===== src/sha1md_pkg.sv =====
package sha1md_pkg;

  localparam int NUM_WORDS   = 5;
  localparam int BLOCK_BITS  = 512;
  localparam int ROUNDS      = 80;
  localparam int QUEUE_DEPTH = 4;

  // initial chaining values h0..h4
  localparam logic [31:0] INIT_H0 = 32'h67452301;
  localparam logic [31:0] INIT_H1 = 32'hEFCDAB89;
  localparam logic [31:0] INIT_H2 = 32'h98BADCFE;
  localparam logic [31:0] INIT_H3 = 32'h10325476;
  localparam logic [31:0] INIT_H4 = 32'hC3D2E1F0;

  // round constants, one per group of twenty rounds
  localparam logic [31:0] K_CH  = 32'h5A827999;
  localparam logic [31:0] K_P1  = 32'h6ED9EBA1;
  localparam logic [31:0] K_MAJ = 32'h8F1BBCDC;
  localparam logic [31:0] K_P2  = 32'hCA62C1D6;

  localparam logic [7:0] PAD_BYTE  = 8'h80;
  localparam logic [5:0] LEN_START = 6'd56;
  localparam logic [5:0] LAST_BYTE = 6'd63;
  localparam logic [2:0] LAST_WORD = 3'(NUM_WORDS - 1);

  // queued item
  typedef struct packed {
    logic [7:0] data_byte;
    logic       byte_present;
    logic       end_of_message;
  } item_t;

  // sequencer to compression unit
  typedef struct packed {
    logic       load_byte;
    logic [7:0] byte_val;
    logic       start;
    logic       restart;
  } cmp_ctl_t;

endpackage


===== src/sha1md_if.sv =====
interface sha1md_in_if;
  logic       valid;
  logic       ready;
  logic [7:0] data_byte;
  logic       byte_present;
  logic       end_of_message;

  modport source(output valid, data_byte, byte_present, end_of_message, input ready);
  modport sink(input valid, data_byte, byte_present, end_of_message, output ready);
endinterface

interface sha1md_out_if;
  logic        valid;
  logic        ready;
  logic [31:0] digest_word;
  logic [2:0]  word_number;
  logic        last_word;

  modport source(output valid, digest_word, word_number, last_word, input ready);
  modport sink(input valid, digest_word, word_number, last_word, output ready);
endinterface


===== src/sha1md_front.sv =====
module sha1md_front #(
  parameter int QueueDepth = sha1md_pkg::QUEUE_DEPTH
) (
  input  logic              clk,
  input  logic              rst,
  sha1md_in_if.sink         msg,
  output sha1md_pkg::item_t q_item,
  output logic              q_valid,
  input  logic              q_ready
);
  import sha1md_pkg::*;

  localparam int PtrW = (QueueDepth > 1) ? $clog2(QueueDepth) : 1;
  localparam int CntW = $clog2(QueueDepth + 1);

  item_t          queue_mem [QueueDepth];
  logic [PtrW-1:0] wr_ptr;
  logic [PtrW-1:0] rd_ptr;
  logic [CntW-1:0] fill;
  logic           push;
  logic           pop;

  // items with neither a byte nor an end carry no work and are dropped
  assign msg.ready = (fill != CntW'(QueueDepth));
  assign push      = msg.valid && msg.ready && (msg.byte_present || msg.end_of_message);
  assign q_valid   = (fill != '0);
  assign pop       = q_valid && q_ready;
  assign q_item    = queue_mem[rd_ptr];

  // queue storage
  always_ff @(posedge clk) begin
    if (push) begin
      queue_mem[wr_ptr] <= '{data_byte:      msg.data_byte,
                             byte_present:   msg.byte_present,
                             end_of_message: msg.end_of_message};
    end
  end

  // pointers and fill level
  always_ff @(posedge clk) begin
    if (rst) begin
      wr_ptr <= '0;
      rd_ptr <= '0;
      fill   <= '0;
    end else begin
      if (push) begin
        wr_ptr <= (wr_ptr == PtrW'(QueueDepth - 1)) ? '0 : wr_ptr + 1'b1;
      end
      if (pop) begin
        rd_ptr <= (rd_ptr == PtrW'(QueueDepth - 1)) ? '0 : rd_ptr + 1'b1;
      end
      case ({push, pop})
        2'b10:   fill <= fill + 1'b1;
        2'b01:   fill <= fill - 1'b1;
        default: fill <= fill;
      endcase
    end
  end

endmodule


===== src/sha1md_compress.sv =====
module sha1md_compress (
  input  logic                 clk,
  input  logic                 rst,
  input  sha1md_pkg::cmp_ctl_t ctl,
  output logic                 done,
  output logic [4:0][31:0]     chain
);
  import sha1md_pkg::*;

  logic [BLOCK_BITS-1:0] blk;
  logic [31:0] a, b, c, d, e;
  logic [6:0]  t;
  logic        running;
  logic        fin;
  logic [31:0] wt;
  logic [31:0] wx;
  logic [31:0] wnew;
  logic [31:0] f;
  logic [31:0] k;
  logic [31:0] sum;

  // block buffer doubles as the message schedule window, w[t] at the top
  assign wt   = blk[511:480];
  assign wx   = blk[511:480] ^ blk[447:416] ^ blk[255:224] ^ blk[95:64];
  assign wnew = {wx[30:0], wx[31]};

  // round function and constant by round group
  always_comb begin
    if (t < 7'd20) begin
      f = (b & c) | (~b & d);
      k = K_CH;
    end else if (t < 7'd40) begin
      f = b ^ c ^ d;
      k = K_P1;
    end else if (t < 7'd60) begin
      f = (b & c) | (b & d) | (c & d);
      k = K_MAJ;
    end else begin
      f = b ^ c ^ d;
      k = K_P2;
    end
  end

  assign sum  = {a[26:0], a[31:27]} + f + e + k + wt;
  assign done = fin;

  // byte shift in, schedule shift during rounds
  always_ff @(posedge clk) begin
    if (ctl.load_byte) begin
      blk <= {blk[BLOCK_BITS-9:0], ctl.byte_val};
    end else if (running) begin
      blk <= {blk[BLOCK_BITS-33:0], wnew};
    end
  end

  // working variables
  always_ff @(posedge clk) begin
    if (ctl.start) begin
      a <= chain[0];
      b <= chain[1];
      c <= chain[2];
      d <= chain[3];
      e <= chain[4];
    end else if (running) begin
      e <= d;
      d <= c;
      c <= {b[1:0], b[31:2]};
      b <= a;
      a <= sum;
    end
  end

  // round counter and run control
  always_ff @(posedge clk) begin
    if (rst) begin
      running <= 1'b0;
      fin     <= 1'b0;
      t       <= '0;
    end else begin
      fin <= 1'b0;
      if (ctl.start) begin
        running <= 1'b1;
        t       <= '0;
      end else if (running) begin
        t <= t + 1'b1;
        if (t == 7'(ROUNDS - 1)) begin
          running <= 1'b0;
          fin     <= 1'b1;
        end
      end
    end
  end

  // chaining words
  always_ff @(posedge clk) begin
    if (rst || ctl.restart) begin
      chain <= {INIT_H4, INIT_H3, INIT_H2, INIT_H1, INIT_H0};
    end else if (fin) begin
      chain[0] <= chain[0] + a;
      chain[1] <= chain[1] + b;
      chain[2] <= chain[2] + c;
      chain[3] <= chain[3] + d;
      chain[4] <= chain[4] + e;
    end
  end

endmodule


===== src/sha1md_back.sv =====
module sha1md_back (
  input  logic                  clk,
  input  logic                  rst,
  input  sha1md_pkg::item_t     q_item,
  input  logic                  q_valid,
  output logic                  q_ready,
  output sha1md_pkg::cmp_ctl_t  ctl,
  input  logic                  done,
  input  logic [4:0][31:0]      chain,
  sha1md_out_if.source          digest
);
  import sha1md_pkg::*;

  localparam logic [1:0] S_IDLE = 2'd0;
  localparam logic [1:0] S_WAIT = 2'd1;
  localparam logic [1:0] S_PAD  = 2'd2;
  localparam logic [1:0] S_EMIT = 2'd3;

  logic [1:0]  state, state_next;
  logic [5:0]  cnt, cnt_next;
  logic [60:0] nbytes, nbytes_next;
  logic        padding, padding_next;
  logic        pad_started, pad_started_next;
  logic        in_len, in_len_next;
  logic        len_done, len_done_next;
  logic [2:0]  widx, widx_next;
  logic        out_valid, out_valid_next;
  logic [31:0] out_word, out_word_next;
  logic [2:0]  out_num, out_num_next;
  logic        out_last, out_last_next;
  logic [63:0] bitlen;

  assign bitlen  = {nbytes, 3'b000};
  assign q_ready = (state == S_IDLE);

  assign digest.valid       = out_valid;
  assign digest.digest_word = out_word;
  assign digest.word_number = out_num;
  assign digest.last_word   = out_last;

  // sequencer: absorb bytes, pad, wait on compression, emit digest
  always_comb begin
    ctl              = '0;
    state_next       = state;
    cnt_next         = cnt;
    nbytes_next      = nbytes;
    padding_next     = padding;
    pad_started_next = pad_started;
    in_len_next      = in_len;
    len_done_next    = len_done;
    widx_next        = widx;
    out_valid_next   = out_valid && !digest.ready;
    out_word_next    = out_word;
    out_num_next     = out_num;
    out_last_next    = out_last;
    case (state)
      S_IDLE: begin
        if (q_valid) begin
          if (q_item.byte_present) begin
            ctl.load_byte = 1'b1;
            ctl.byte_val  = q_item.data_byte;
            cnt_next      = cnt + 1'b1;
            nbytes_next   = nbytes + 1'b1;
            if (cnt == LAST_BYTE) begin
              ctl.start  = 1'b1;
              state_next = S_WAIT;
            end
          end
          if (q_item.end_of_message) begin
            padding_next = 1'b1;
            if (!(q_item.byte_present && cnt == LAST_BYTE)) begin
              state_next = S_PAD;
            end
          end
        end
      end
      S_WAIT: begin
        if (done) begin
          if (len_done) begin
            state_next = S_EMIT;
            widx_next  = '0;
          end else if (padding) begin
            state_next = S_PAD;
          end else begin
            state_next = S_IDLE;
          end
        end
      end
      S_PAD: begin
        ctl.load_byte = 1'b1;
        cnt_next      = cnt + 1'b1;
        if (!pad_started) begin
          ctl.byte_val     = PAD_BYTE;
          pad_started_next = 1'b1;
        end else if (in_len || cnt == LEN_START) begin
          // length bytes, most significant first, at positions 56..63
          ctl.byte_val = bitlen[{~cnt[2:0], 3'b000} +: 8];
          in_len_next  = 1'b1;
          if (cnt == LAST_BYTE) begin
            len_done_next = 1'b1;
          end
        end else begin
          ctl.byte_val = '0;
        end
        if (cnt == LAST_BYTE) begin
          ctl.start  = 1'b1;
          state_next = S_WAIT;
        end
      end
      S_EMIT: begin
        if (!out_valid || digest.ready) begin
          out_valid_next = 1'b1;
          out_word_next  = chain[widx];
          out_num_next   = widx;
          out_last_next  = (widx == LAST_WORD);
          if (widx == LAST_WORD) begin
            // digest handed off: start a fresh message
            ctl.restart      = 1'b1;
            nbytes_next      = '0;
            cnt_next         = '0;
            padding_next     = 1'b0;
            pad_started_next = 1'b0;
            in_len_next      = 1'b0;
            len_done_next    = 1'b0;
            state_next       = S_IDLE;
          end else begin
            widx_next = widx + 1'b1;
          end
        end
      end
      default: begin
        state_next = S_IDLE;
      end
    endcase
  end

  // control registers
  always_ff @(posedge clk) begin
    if (rst) begin
      state       <= S_IDLE;
      cnt         <= '0;
      nbytes      <= '0;
      padding     <= 1'b0;
      pad_started <= 1'b0;
      in_len      <= 1'b0;
      len_done    <= 1'b0;
      widx        <= '0;
      out_valid   <= 1'b0;
    end else begin
      state       <= state_next;
      cnt         <= cnt_next;
      nbytes      <= nbytes_next;
      padding     <= padding_next;
      pad_started <= pad_started_next;
      in_len      <= in_len_next;
      len_done    <= len_done_next;
      widx        <= widx_next;
      out_valid   <= out_valid_next;
    end
  end

  // output payload
  always_ff @(posedge clk) begin
    out_word <= out_word_next;
    out_num  <= out_num_next;
    out_last <= out_last_next;
  end

endmodule


===== src/sha1_message_digest.sv =====
// sha1 digest engine, one message byte per item
// a byte is written into the input queue, then shifted by the sequencer into the block buffer;
//   a byte that fills a 64-byte block starts a compression (80 rounds plus the chaining add)
// end item: padding at one byte a cycle (up to 72 bytes), one or two compressions, then
//   five digest words at one per cycle while ready; input waits in the queue during compression
// reset (synchronous, rst high) empties the queue and output, restores h0..h4, zeroes length
module sha1_message_digest #(
  parameter int QueueDepth = sha1md_pkg::QUEUE_DEPTH
) (
  input  logic          clk,
  input  logic          rst,
  sha1md_in_if.sink     msg,
  sha1md_out_if.source  digest
);
  import sha1md_pkg::*;

  item_t            q_item;
  logic             q_valid;
  logic             q_ready;
  cmp_ctl_t         ctl;
  logic             done;
  logic [4:0][31:0] chain;

  // front: accept and queue items
  sha1md_front #(
    .QueueDepth(QueueDepth)
  ) u_front (
    .clk    (clk),
    .rst    (rst),
    .msg    (msg),
    .q_item (q_item),
    .q_valid(q_valid),
    .q_ready(q_ready)
  );

  // back: padding sequencer and output register
  sha1md_back u_back (
    .clk    (clk),
    .rst    (rst),
    .q_item (q_item),
    .q_valid(q_valid),
    .q_ready(q_ready),
    .ctl    (ctl),
    .done   (done),
    .chain  (chain),
    .digest (digest)
  );

  // block buffer and round datapath
  sha1md_compress u_compress (
    .clk  (clk),
    .rst  (rst),
    .ctl  (ctl),
    .done (done),
    .chain(chain)
  );

endmodule


===== src/flat_wrapper.sv =====
// flat-port wrapper written by rule: the top's interface ports become plain ports
module sha1_message_digest_flat import sha1md_pkg::*;
#(
  parameter int QueueDepth = sha1md_pkg::QUEUE_DEPTH
)
  (clk, rst, msg_valid, msg_data_byte, msg_byte_present, msg_end_of_message, msg_ready, digest_valid, digest_digest_word, digest_word_number, digest_last_word, digest_ready);
  sha1md_in_if msg_i ();
  sha1md_out_if digest_i ();
  input  logic clk;
  input  logic rst;
  input wire logic [$bits(msg_i.valid)-1:0] msg_valid;
  input wire logic [$bits(msg_i.data_byte)-1:0] msg_data_byte;
  input wire logic [$bits(msg_i.byte_present)-1:0] msg_byte_present;
  input wire logic [$bits(msg_i.end_of_message)-1:0] msg_end_of_message;
  output wire logic [$bits(msg_i.ready)-1:0] msg_ready;
  output wire logic [$bits(digest_i.valid)-1:0] digest_valid;
  output wire logic [$bits(digest_i.digest_word)-1:0] digest_digest_word;
  output wire logic [$bits(digest_i.word_number)-1:0] digest_word_number;
  output wire logic [$bits(digest_i.last_word)-1:0] digest_last_word;
  input wire logic [$bits(digest_i.ready)-1:0] digest_ready;
  assign msg_i.valid = msg_valid;
  assign msg_i.data_byte = msg_data_byte;
  assign msg_i.byte_present = msg_byte_present;
  assign msg_i.end_of_message = msg_end_of_message;
  assign msg_ready = msg_i.ready;
  assign digest_valid = digest_i.valid;
  assign digest_digest_word = digest_i.digest_word;
  assign digest_word_number = digest_i.word_number;
  assign digest_last_word = digest_i.last_word;
  assign digest_i.ready = digest_ready;
  sha1_message_digest #(.QueueDepth(QueueDepth)) u_core (.clk(clk), .rst(rst), .msg(msg_i), .digest(digest_i));
endmodule

===== config.mk =====
export PLATFORM = sky130hd
export DESIGN_NAME = sha1_message_digest_flat
export DESIGN_NICKNAME = d
export VERILOG_FILES = /design/src/sha1md_pkg.sv /design/src/sha1md_if.sv /design/src/sha1md_front.sv /design/src/sha1md_compress.sv /design/src/sha1md_back.sv /design/src/sha1_message_digest.sv /design/src/flat_wrapper.sv
export SDC_FILE = /design/constraint.sdc
export NUM_CORES = 2
export LEC_CHECK = 0
export BUFFER_PORTS_ARGS = -buffer_cell sky130_fd_sc_hd__buf_2
export CORE_MARGIN = 5
export CORE_UTILIZATION = 55
export DETAILED_ROUTE_END_ITERATION = 10
export HOLD_SLACK_MARGIN = 0.05
export PLACE_DENSITY = 0.71
export SLEW_MARGIN = 10
export SYNTH_ARGS = -nofsm -noshare
export SYNTH_HDL_FRONTEND = slang
export SYNTH_SLANG_ARGS = --single-unit

===== constraint.sdc =====
create_clock -name clk -period 40.2 [get_ports clk]
set_input_delay 4.02 -clock clk [delete_from_list [all_inputs] [get_ports clk]]
set_output_delay 4.02 -clock clk [all_outputs]
set_load 0.05 [all_outputs]

* Yosys cells after proc, flatten, opt, wreduce, memory -nomap -nowiden
Memories as Yosys holds them, arrays and structs flattened. A register that Yosys moved wholly into a read port is not among the register bits.
Index checks and enable logic that the tools add are counted.
W data, S select, Z words.
** Storage, ports and cells
- Bits in registers :: 961
- RAM bits :: 40
- Input bits :: 14
- Output and inout port bits :: 38
- Memories kept :: 1
** Operators by class
- Add/subtract/negate cells :: 17
- Order comparisons :: 4
- Equality and inequality tests :: 23
- Shift-type cells :: 1
- Mux-type cells :: 81
- Bitwise operators :: 15
- Reduce and logical (&&, ||, !) cells :: 31
** Memory list
- u_core.u_front.queue_mem :: words 4, bits a word 10, read ports 1, clocked after memory_dff 1, write ports 1, RTL line sha1md_front.sv:16 : item_t queue_mem [QueueDepth];
** Operators by type and width (count)
- $mux W512 :: 2
- $mux W32 :: 16
- $add A32 B32 Y32 :: 9
- $mux W61 :: 4
- $xor A32 B32 Y32 :: 5
- $and A32 B32 Y32 :: 4
- $pmux W61 S2 :: 1
- $bmux W32 S3 :: 1
- $or A32 B32 Y32 :: 3
- $shiftx A64 B7 Y8 :: 1
- $add A61 B1 Y61 const B :: 1
- $not A32 Y32 :: 1
- $mux W31 :: 1
- $mux W2 :: 14
- $reduce_and A5 Y1 :: 5
- $mux W6 :: 4
- $mux W1 :: 21
- $mux W10 :: 2
- $ne A2 B2 Y1 const B :: 10
- $pmux W10 S2 :: 1
- $pmux W6 S3 :: 1
- $mux W8 :: 2
- $lt A7 B6 Y1 const B :: 2
- $eq A6 B6 Y1 const B :: 2
- other kinds (31) :: 59

* Longest topological paths before layout
- Depth after elaboration :: 12
- Mapped depth :: 24

* By module
Synthesis repeated with hierarchy kept, for this count alone.
** Unflattened totals
- Cells, all modules :: 4696
- Area total of the unflattened synthesis :: 55934.9 um^2
** Modules (own cells, without submodules)
- sha1md_compress :: instances 1, cells each 3896, area an instance 47376.7 um^2
- sha1md_back :: instances 1, cells each 693, area an instance 6621.4 um^2
- sha1md_front :: instances 1, cells each 107, area an instance 1936.9 um^2

* Least setup slack after synthesis
Ideal clock, no wire load.
- Path kind :: reg2reg
- Start point :: register (tool-made name)
- End point :: register u_core.u_compress.blk[0], enable pin
- Setup time :: 0.971 ns
- Arrival time :: 13.019 ns
- Path slack :: 26.210 ns
- Cell stages (with the launch flop) :: 8
- Path buffers :: 3
- Period minus slack after synthesis :: 13.990 ns
- Path through :: dfxtp_1 > buf_6 > mux4_2 > nand2_1 > a21o_1 > clkbuf_1 > clkbuf_1 > nand2b_1
** RTL lines
- to (signal assigned) :: RTL line sha1md_compress.sv:50 : blk <= {blk[BLOCK_BITS-9:0], ctl.byte_val};
- to (signal assigned) :: RTL line sha1md_compress.sv:52 : blk <= {blk[BLOCK_BITS-33:0], wnew};
- to (decl) :: RTL line sha1md_compress.sv:10 : logic [BLOCK_BITS-1:0] blk;

* Worst setup path in the final report
- Start point :: register u_core.u_compress.t[4]
- End point :: register u_core.u_compress.a[31] (data pin)
** On the way
- Word-level cells in the longest chain between the ends :: 10
- Elaborated cells between the ends (all ways) :: 15
- Classes of those cells :: add/sub (4); order compare (3); mux (8)
** RTL lines
- from (decl) :: RTL line sha1md_compress.sv:12 : logic [6:0] t;
- from (signal assigned) :: RTL line sha1md_compress.sv:85 : t <= t + 1'b1;
- $lt A7 B6 Y1 :: RTL line sha1md_compress.sv:35 : end else if (t < 7'd60) begin
- $mux W32 :: RTL line sha1md_compress.sv:35
- $mux W32 :: RTL line sha1md_compress.sv:32 : end else if (t < 7'd40) begin
- $mux W32 :: RTL line sha1md_compress.sv:29 : if (t < 7'd20) begin
- $add A32 B32 Y32 (2 in a row) :: RTL line sha1md_compress.sv:44 : assign sum = {a[26:0], a[31:27]} + f + e + k + wt;
- $add A32 B32 Y32 (*) (2 in a row) :: RTL line sha1md_compress.sv:44
- $mux W32 (*) :: RTL line sha1md_compress.sv:64 : end else if (running) begin
- $mux W32 (*) :: RTL line sha1md_compress.sv:58 : if (ctl.start) begin
- to (signal assigned) :: RTL line sha1md_compress.sv:59 : a <= chain[0];
- to (signal assigned) :: RTL line sha1md_compress.sv:69 : a <= sum;
- to (decl) :: RTL line sha1md_compress.sv:11 : logic [31:0] a, b, c, d, e;
Every way passes the cells marked *; elsewhere a longest branch is shown, timed or not. The select of a mux whose other input is x is not followed.
A chain may end at the register's enable or synchronous reset.

==> flow_metrics.py <==
metrics = {
    "clocking": {
        "cts_tree": "built",
        "cts_sinks": 1003,
        "clkTransAtPathRegs_ns": 0.06,
        "postCtsSetupRepairBufs": 0,
        "post_cts_resized": 0,
        "root_buffer": "clkbuf_16",
        "cts_max_path_buffers": 3,
        "cts_buffers": 107,
        "htreeDepth": 3,
        "insertion_delay_ns": 0.72,
        "cts_hold_buffers": 0,
    },
    "die": {
        "start_util": 0.552,
        "die_x_microns": 329,
        "core_sq_um": 101000,
        "ios": 52,
        "die-height_microns": 329,
        "die_area_sq_um": 108000,
        "num_rows": 117,
    },
    "synthesis": {
        "avgSynthCellArea_sq_um": 9.52,
        "seq_area_frac_synth": 0.493,
        "syn_inst": 5870,
        "ys_async_sr_fraction": 0,
        "syn_area_sq_um": 55900,
        "yosys.area.top_type_share": 0.402,
        "synth_nets": 6215,
        "ys_types": 97,
        "synth.largest_area_cell": "edfxtp_1",
        "ys_ff_latch": 1003,
        "yosys_most_used_dff": "edfxtp_1",
        "synth_warnings": 0,
        "synth_edf_count": 748,
        "synth_area_leaders": "edfxtp_1 (40%), nand2_1 (13%), dfxtp_1 (9.1%), ha_1 (4.6%), fa_1 (4.5%)",
    },
    "global_routing": {
        "antenna_found_initial": 1,
        "grt_max_degree": 209,
        "grt_pass1_vias": 39700,
        "grt.overflow.total": 0,
        "grt_pass1_wl_microns": 224000,
        "grt_usage": 0.262,
    },
    "timing": {
        "fin_ws_ns": 33.31,
        "whs_ns": 0.480,
        "drv_slew": 0,
        "finalHoldViolations": 0,
        "setup_viol": 0,
        "fin_skew_ns": 0.0457,
        "min_period_ns": 6.89,
        "fmax_ghz": 0.145,
        "fin_tns_setup_ns": 0,
        "tightest_slew_ns": 1.12,
        "period_share": 0.171,
        "rsz0062_at_grt": "no",
        "max_slew_margin": 0.253,
    },
    "routing": {
        "wl_met1_microns": 60800,
        "drt_iter0_markers": 3992,
        "drc": 0,
        "dr.pass1.iters": 6,
        "routed.top_layer": "met4",
        "via_per_inst": 5.74,
        "ant_nets": 0,
        "wire_per_inst_microns": 19.8,
        "met3WireLength_microns": 8760,
        "via_count": 41800,
        "finalWirelength_microns": 144000,
        "wl_met2_microns": 68700,
    },
    "setup_path": {
        "slowest_delay_ns": 0.80,
        "cp_data_required_time_ns": 40.62,
        "worst_setup_path_end_kind": "flip-flop",
        "worstPathArrival_ns": 7.31,
        "cp_max_fo": 21,
        "crit_slowest_cell": "a41oi_1",
        "worstPathCellList": "a41oi_1 > nand2_1 > buf_4 > inv_1 > buf_4 > nor2_2 > buf_4 > a221oi_1 > fa_1 > fa_1 > inv_1 > ha_1 > inv_1 > fa_1 > nor2b_1 > o21ai_0 > a21oi_1 > o21bai_1 > a21oi_1 > a21oi_1 > a21oi_1 > a41oi_1 > xnor2_1 > o21ai_0",
        "startpoint_type": "flip-flop",
        "cp_common_cell": "a21oi_1",
        "path_class": "flip-flop to flip-flop",
    },
    "run_status": {
        "status": "complete, no violations",
    },
    "finish": {
        "num_antenna_cells": 0,
        "mostFrequentLayoutCells": "nand2_1 (2008), edfxtp_1 (748), nor2_1 (358)",
        "drive_gt1_frac": 0.0609,
        "area_growth_pct": 8.70,
        "final_common_cell": "nand2_1",
        "final_nets": 6162,
    },
    "placed_design": {
        "hpwlAfterDp_microns": 98900,
        "port_buffers": 51,
        "post-place-ws_ns": 33.21,
        "routabilityCongestion": 0.938,
    },
    "power_and_ir_drop": {
        "leakage_nw": 25.1,
        "p_total_mw": 4.72,
        "vdd_drop_max_uv": 78.6,
        "powerDensity_nw_per_um2": 77.7,
    },
    "flow_run": {
        "maxCapViolCount": 0,
    },
    "hold_path": {
        "holdCritPathClass": "flip-flop to flip-flop",
    },
}
## per-layer routing
metal  global-route usage  vias up
met5                    0        -
met4                0.101        0
met3               0.0371      298
met2                0.431     1334
met1                0.356    20300
li1                     -    19900
## logic make-up after synthesis
group           synth area share
simple gates               0.197
flops                      0.493
compound gates            0.0956
buf+inv                   0.0364
fa+ha+maj                 0.0910
xor+xnor                  0.0481
mux                       0.0391
## Yosys cell counts, types with 33 or more instances
| library cell | n |
|---|---|
| fa_1 | 126 |
| nand2_1 | 2009 |
| inv_1 | 282 |
| and3_1 | 33 |
| xnor2_1 | 210 |
| a21oi_1 | 230 |
| dfxtp_1 | 255 |
| xor2_1 | 97 |
| nor2_1 | 362 |
| clkbuf_1 | 211 |
| edfxtp_1 | 748 |
| mux4_2 | 51 |
| nand3_1 | 60 |
| ha_1 | 205 |
| nor2b_1 | 34 |
| nor3_1 | 48 |
| mux2i_1 | 82 |
| a21o_1 | 85 |
| o21ai_0 | 262 |
## state kept, by name, indices dropped and copies added (netlist names), 2 cells and up, named ones only
name,cells
u_core.u_compress.blk,512
u_core.u_compress.chain,160
u_core.u_back.nbytes,61
u_core.u_front.queue_mem,40
u_core.u_back.digest.digest_word,32
u_core.u_compress.a,32
u_core.u_compress.b,32
u_core.u_compress.c,32
u_core.u_compress.d,32
u_core.u_compress.e,32
u_core.u_compress.t,7
u_core.u_back.cnt,6
u_core.u_back.digest.word_number,3
u_core.u_back.widx,3
u_core.u_front.fill,3
u_core.u_back.state,2
u_core.u_front.rd_ptr,2
u_core.u_front.wr_ptr,2
## worst max-delay path, delay by kind of cell (launching register included)
| family | cells | cell delay (ns) |
|---|---|---|
| AND/OR/NAND/NOR | 3 | 0.28 |
| adder cells (fa/ha/maj) | 4 | 1.54 |
| AO/OA/AOI/OAI | 10 | 2.85 |
| buffers and inverters | 6 | 1.33 |
| flip-flops | 1 | 0.37 |
| XOR/XNOR | 1 | 0.21 |
## power breakdown
part | internal, mW | switching (mW)
registers | 1.73 | 0.212
clock network | 0.546 | 0.431
logic | 0.633 | 1.17
total | 2.91 | 1.82
## metrics by stage
step	cells	utilization	cell area, sq um
detailed placement	7076	0.566	57300
CTS	7278	0.600	60800
floorplan	5870	-	55900
global placement	7076	0.566	57300
global route	7278	0.600	60800
finish	7278	0.600	60800
## area by class of cell
type / count / area, sq um
Clock buffer: 144 / 2890
Clock inverter: 58 / 564
Fill cell: 8689 / 40500
Inverter: 283 / 1060
Multi-Input combinational cell: 4332 / 26400
Sequential cell: 1003 / 27600
Tap cell: 1368 / 1710
Timing Repair Buffer: 90 / 598
## final timing paths
check                                       from                                end  slack, ns  depth (start not counted)
min            u_core.u_back.cnt[5]$_SDFFE_PP0P_  u_core.u_back.cnt[5]$_SDFFE_PP0P_       0.48                          2
max reg2reg  u_core.u_compress.t[4]$_SDFFE_PP0P_  u_core.u_compress.a[31]$_DFFE_PP_      33.31                         24
max          u_core.u_compress.t[4]$_SDFFE_PP0P_  u_core.u_compress.a[31]$_DFFE_PP_      33.31                         24
min reg2reg    u_core.u_back.cnt[5]$_SDFFE_PP0P_  u_core.u_back.cnt[5]$_SDFFE_PP0P_       0.48                          2
Note: power is estimated with default switching activity, not from simulation.
